`src/rtl/stmes_pkg.sv`:
```
package stmes_pkg;

    localparam int unsigned DATA_W              = 32;
    localparam int unsigned COEF_W              = 31;
    localparam int unsigned ACC_W               = 48;
    localparam int unsigned FRAC_W              = 16;
    localparam int unsigned CFG_IDX_W           = 3;
    localparam int unsigned TIME_STEP_SHIFT_DEF = 14;
    localparam int unsigned N_STEPS             = 19;
    localparam int unsigned STEP_W              = $clog2(N_STEPS + 1);

    localparam logic [COEF_W-1:0] GEAR_RATIO_RST = COEF_W'(65536);

    localparam logic [CFG_IDX_W-1:0] CFG_TORSION_STIFFNESS = 3'd0;
    localparam logic [CFG_IDX_W-1:0] CFG_TORSION_DAMPING   = 3'd1;
    localparam logic [CFG_IDX_W-1:0] CFG_GEAR_RATIO        = 3'd2;
    localparam logic [CFG_IDX_W-1:0] CFG_PINION_RADIUS     = 3'd3;
    localparam logic [CFG_IDX_W-1:0] CFG_RACK_STIFFNESS    = 3'd4;
    localparam logic [CFG_IDX_W-1:0] CFG_RACK_DAMPING      = 3'd5;
    localparam logic [CFG_IDX_W-1:0] CFG_WHEEL_STEP_GAIN   = 3'd6;
    localparam logic [CFG_IDX_W-1:0] CFG_COLUMN_STEP_GAIN  = 3'd7;

    typedef enum logic [3:0] {
        A_DTH, A_DOM, A_THC, A_OMC, A_MOTOR, A_X, A_V, A_NSW, A_F, A_NCOL
    } t_a_sel;

    typedef enum logic [2:0] {
        B_KS, B_KD, B_PR, B_GR, B_KRS, B_KRD, B_WSG, B_CSG
    } t_b_sel;

    typedef enum logic [3:0] {
        D_NONE, D_ACC, D_TTB, D_X, D_V, D_TAS, D_F, D_TLOAD,
        D_WSPD, D_WANG, D_CSPD, D_CANG
    } t_dst;

    typedef struct packed {
        logic   load;
        logic   out_load;
        t_a_sel a_sel;
        t_b_sel b_sel;
        t_dst   dst;
    } t_cmd;

endpackage

```
`src/rtl/stmes_ctrl.sv`:
```
module stmes_ctrl (
    input  logic              i_clk,
    input  logic              i_rst_n,
    input  logic              i_valid,
    output logic              o_stall,
    output logic              o_valid,
    input  logic              i_stall,
    output stmes_pkg::t_cmd   o_cmd
);
    import stmes_pkg::*;

    typedef enum logic {S_IDLE, S_RUN} t_state;

    t_state              r_state;
    logic [STEP_W-1:0]   r_step;
    logic                r_busy;
    logic                r_out_valid;
    logic                accept;
    logic                last;
    logic                slot_free;

    assign accept    = (r_state == S_IDLE) && i_valid;
    assign last      = (r_state == S_RUN) && (r_step == STEP_W'(N_STEPS));
    assign slot_free = !r_out_valid || !i_stall;

    always_comb begin
        o_cmd          = '0;
        o_cmd.a_sel    = A_DTH;
        o_cmd.b_sel    = B_PR;
        o_cmd.dst      = D_NONE;
        o_cmd.load     = accept;
        o_cmd.out_load = last && slot_free;
        if (r_state == S_RUN) begin
            case (r_step)
                5'd1:  begin o_cmd.a_sel = A_DTH;   o_cmd.b_sel = B_KS;  end
                5'd2:  begin o_cmd.a_sel = A_DOM;   o_cmd.b_sel = B_KD;  o_cmd.dst = D_ACC;  end
                5'd3:  begin o_cmd.a_sel = A_THC;   o_cmd.b_sel = B_PR;  o_cmd.dst = D_TTB;  end
                5'd4:  begin o_cmd.a_sel = A_OMC;   o_cmd.b_sel = B_PR;  o_cmd.dst = D_X;    end
                5'd5:  begin o_cmd.a_sel = A_MOTOR; o_cmd.b_sel = B_GR;  o_cmd.dst = D_V;    end
                5'd6:  begin o_cmd.a_sel = A_X;     o_cmd.b_sel = B_KRS; o_cmd.dst = D_TAS;  end
                5'd7:  begin o_cmd.a_sel = A_V;     o_cmd.b_sel = B_KRD; o_cmd.dst = D_ACC;  end
                5'd8:  begin o_cmd.a_sel = A_NSW;   o_cmd.b_sel = B_WSG; o_cmd.dst = D_F;    end
                5'd9:  begin o_cmd.a_sel = A_F;     o_cmd.b_sel = B_PR;  o_cmd.dst = D_WSPD; end
                5'd10: o_cmd.dst = D_TLOAD;
                5'd11: o_cmd.dst = D_WANG;
                5'd12: begin o_cmd.a_sel = A_NCOL;  o_cmd.b_sel = B_CSG; end
                5'd13: o_cmd.dst = D_CSPD;
                5'd14: begin o_cmd.a_sel = A_OMC;   o_cmd.b_sel = B_PR;  o_cmd.dst = D_CANG; end
                5'd15: begin o_cmd.a_sel = A_THC;   o_cmd.b_sel = B_PR;  o_cmd.dst = D_V;    end
                5'd16: begin o_cmd.a_sel = A_V;     o_cmd.b_sel = B_KRD; o_cmd.dst = D_X;    end
                5'd17: begin o_cmd.a_sel = A_X;     o_cmd.b_sel = B_KRS; o_cmd.dst = D_ACC;  end
                5'd18: o_cmd.dst = D_F;
                default: o_cmd.dst = D_NONE;
            endcase
        end
    end

    always_ff @(posedge i_clk) begin
        if (!i_rst_n) begin
            r_state     <= S_IDLE;
            r_step      <= '0;
            r_busy      <= 1'b0;
            r_out_valid <= 1'b0;
        end else begin
            if (last && slot_free) begin
                r_out_valid <= 1'b1;
            end else if (!i_stall) begin
                r_out_valid <= 1'b0;
            end
            unique case (r_state)
                S_IDLE: begin
                    if (i_valid) begin
                        r_state <= S_RUN;
                        r_step  <= STEP_W'(1);
                        r_busy  <= 1'b1;
                    end
                end
                S_RUN: begin
                    if (last) begin
                        if (slot_free) begin
                            r_state     <= S_IDLE;
                            r_step      <= '0;
                            r_busy      <= 1'b0;
                        end
                    end else begin
                        r_step <= r_step + STEP_W'(1);
                    end
                end
            endcase
        end
    end

    assign o_stall = r_busy;
    assign o_valid = r_out_valid;

endmodule

```
`config.mk`:
```
export PLATFORM = sky130hd
export DESIGN_NAME = stmes_ctrl
export DESIGN_NICKNAME = d
export VERILOG_FILES = /design/src/rtl/stmes_pkg.sv /design/src/rtl/stmes_ctrl.sv
export SDC_FILE = /design/constraint.sdc
export NUM_CORES = 1
export LEC_CHECK = 0
export ABC_AREA = 1
export BUFFER_PORTS_ARGS = -buffer_cell sky130_fd_sc_hd__buf_4
export CAP_MARGIN = 40
export CORE_MARGIN = 3
export CORE_UTILIZATION = 30
export DETAILED_ROUTE_END_ITERATION = 8
export PLACE_DENSITY_LB_ADDON = 0.2
export SLEW_MARGIN = 20
export SYNTH_ARGS = -nofsm -noshare
export SYNTH_HDL_FRONTEND = slang
export SYNTH_SLANG_ARGS = --single-unit
```
`constraint.sdc`:
```
create_clock -name i_clk -period 2.25 [get_ports i_clk]
set_input_delay 0.45 -clock i_clk [delete_from_list [all_inputs] [get_ports i_clk]]
set_output_delay 0.45 -clock i_clk [all_outputs]
set_load 0.01 [all_outputs]
```
==> summary.txt <==
pre-CTS WS = 0.289 ns
CTS Sinks = 8
sequential share of the synthesized area = 17.3%
Post-Syn Area = 926 um2
Ys Warns = 0
grt total ovfl = 0
RSZ-0062 raised after global routing = true
effective utilization at floorplan = 32.5%
Vias/cell = 4.89
Max-Cap Viols = 0
CTS buffer count = 3
initial antenna violation count = 0
sw power = 0.000125 W
Syn Inst Count = 151
Post-synth EDFFs = 0
Area contributors post-synth = dfxtp_1, nor2_1, nand2_1
GRT Util Overall = 14.2%
slew margin rel. = 80.8%
nets = 183
setup TNS = 0 ns
Die Wd = 61.6 um
clk_lat worst skew = 0.25 ns
Synth Flop Type = dfxtp_1
Ports = 19
Cell Pwr Density = 331 nW/um2
internal power = 0.000254 W
hold-critical path depth = 3
Final period util = 93.7%
CTS tree = done
initial DRC count = 62
Layout Skew = 0.00444 ns
critical path depth = 9
Worst-Margin Slew = 0.287 ns
Crit path buffers/inverters = 2
delay-heaviest family, CP = adder cells
Leak Pwr = 0.577 nW
status = completed
most common cell in the netlist = nor2_1
Std-Cell Rows = 19
Die ar. = 3790 um2
R2R depth = 8
Worst path most repeated cell = nor2_1
Yosys top cell by area = dfxtp_1
1st-pass router iterations = 4
first-pass GRT wire length = 4050 um
Seq pwr share = 41.9%
clock share of power = 29.3%
largest net degree at the start of global routing = 11
Port Buffers = 18
DRC Markers = 0
share of the synthesized area in the top cell type = 17.3%
Clk pin slew, worst setup/hold paths = 0.06 ns
Wirelength per Cell = 11.5 um
fraction of power spent switching nets = 32.9%
Die Y = 61.6 um
ANT cells = 0
setup slack after layout = 0.142 ns
power share of the combinational group = 28.8%
CTS H-tree depth = 1
Routed WL = 2340 um
final slew viol count = 0
Routed Antenna Nets = 0
share of cells above drive strength 1 = 33.7%
HPWL Detailed = 1890 um
Period minus WS final = 2.11 ns
Achievable Freq = 474 MHz
Peak VDD IR = 0.278 mV
Worst path slowest cell = dfxtp_4
critical path required time = 1.80 ns
GP Congestion = 0.895
crit start category = register
crit-path cells = ha_4 -> inv_1 -> nor2_1 -> ha_1 -> a21oi_2 -> nand2_1 -> nor2_1 -> nand3_1 -> buf_4
Final Util = 40.0%
maximum root-to-sink buffer count = 2
P&R area growth vs syn = 23.4%
crit-path max FO = 6
core box area = 2850 um2
final setup vio count = 0
syn_area_per_cell = 6.13 um2
list of most frequent post-synthesis cells = nor2_1, nand2_1, inv_1
via count = 993
number of global-route vias before repair = 920
Root Driver = clkbuf_4
Worst Setup End Kind = output port
WP data arrival = 1.66 ns
Netlist cell types = 27
WS Path Type = register to output port
final hold vios = 0
syn_nets = 160
Yosys reg bits = 8
Hold Crit Class = input pin to register
worst stage delay on the critical path = 0.37 ns
ys async rst share = 0%
-- layout by cell type (no fill, tap or decap), drive strengths merged --
| master | n |
|---|---|
| clkbuf | 3 |
| nand4 | 1 |
| nor3 | 2 |
| o211ai | 1 |
| a21oi | 10 |
| nand3b | 1 |
| nand3 | 12 |
| inv | 19 |
| nor2 | 42 |
| o21ai | 3 |
| ha | 5 |
| xor2 | 1 |
| dfxtp | 8 |
| buf | 23 |
| nand2 | 41 |
-- stage by stage --
step	hold slack, ns	area (um2)	instances	power (W)
after floorplan	0.496	926	151	0.000237
after global placement	0.483	1080	200	0.000267
after detailed placement	0.489	1080	200	0.000268
after CTS	0.427	1110	203	0.000381
after global routing	0.433	1140	203	0.000408
final	0.424	1140	203	0.000379
-- cell type report --
type	count	area [um2]
clock buffer	3	22.5
fill	322	1710
inverter	19	81.3
multi-input combinational	119	658
sequential	8	169
tap	31	38.8
timing repair buffer	23	173
-- path summary, 6_finish.rpt --
path	start	endpoint	slack [ns]
max	r_step[0]	o_cmd[5]	0.14
min	i_rst_n	r_step[4]	0.42
max reg2reg	r_step[0]	r_step[4]	1.00
min reg2reg	o_stall	o_stall	0.49
-- power by group through the flow --
stage	sequential, W	combinational, W	clock [W]
2_1_floorplan	0.000157	0.0000805	0
3_3_place_gp	0.000160	0.000107	0
3_5_place_dp	0.000160	0.000108	0
4_1_cts	0.000158	0.000108	0.000115
5_1_grt	0.000160	0.000123	0.000125
6_report	0.000159	0.000109	0.000111
-- routing by layer --
metal / vias to the layer above / routed length (um) / part of all wire (%) / global-route usage (%)
met5: - / 0 / 0 / 0
met4: 0 / 39 / 1.7 / 6.97
met3: 5 / 72 / 3.1 / 1.89
met2: 20 / 1120 / 48 / 22.6
met1: 455 / 1110 / 47 / 18.7
li1: 513 / - / - / -
-- registers in the layout (all words and copies together) (netlist names) --
register,count
r_step,5
o_stall,1
o_valid,1
r_state,1
-- worst register-to-register path: stages (launching register included) --
cell	delay [ns]
dfxtp_4	0.39
ha_4	0.17
nand2_2	0.07
nor2_4	0.13
nand2_1	0.13
nand2_1	0.09
nor2_1	0.04
nor2_1	0.08
nor2_1	0.05
-- what timing repair did --
action	CTS	global route
buffers inserted	0	0
setup endpoints to repair	1	9
pin swaps	0	1
hold buffers	0	0
gates resized for setup	1	11
hold endpoints to repair	0	0
-- cells by family (layout without fill, tap and decap cells) --
logic type               count (synthesis)  after routing  synth area share, %
AO/OA/AOI/OAI                           14             14                 8.24
XOR/XNOR                                 1              1                0.946
adder cells (fa/ha/maj)                  5              5                 6.76
buffers and inverters                   24             45                 14.5
flip-flops                               8              8                 17.3
AND/OR/NAND/NOR                         99             99                 52.3
No activity file was read; power rests on OpenSTA's default activity.
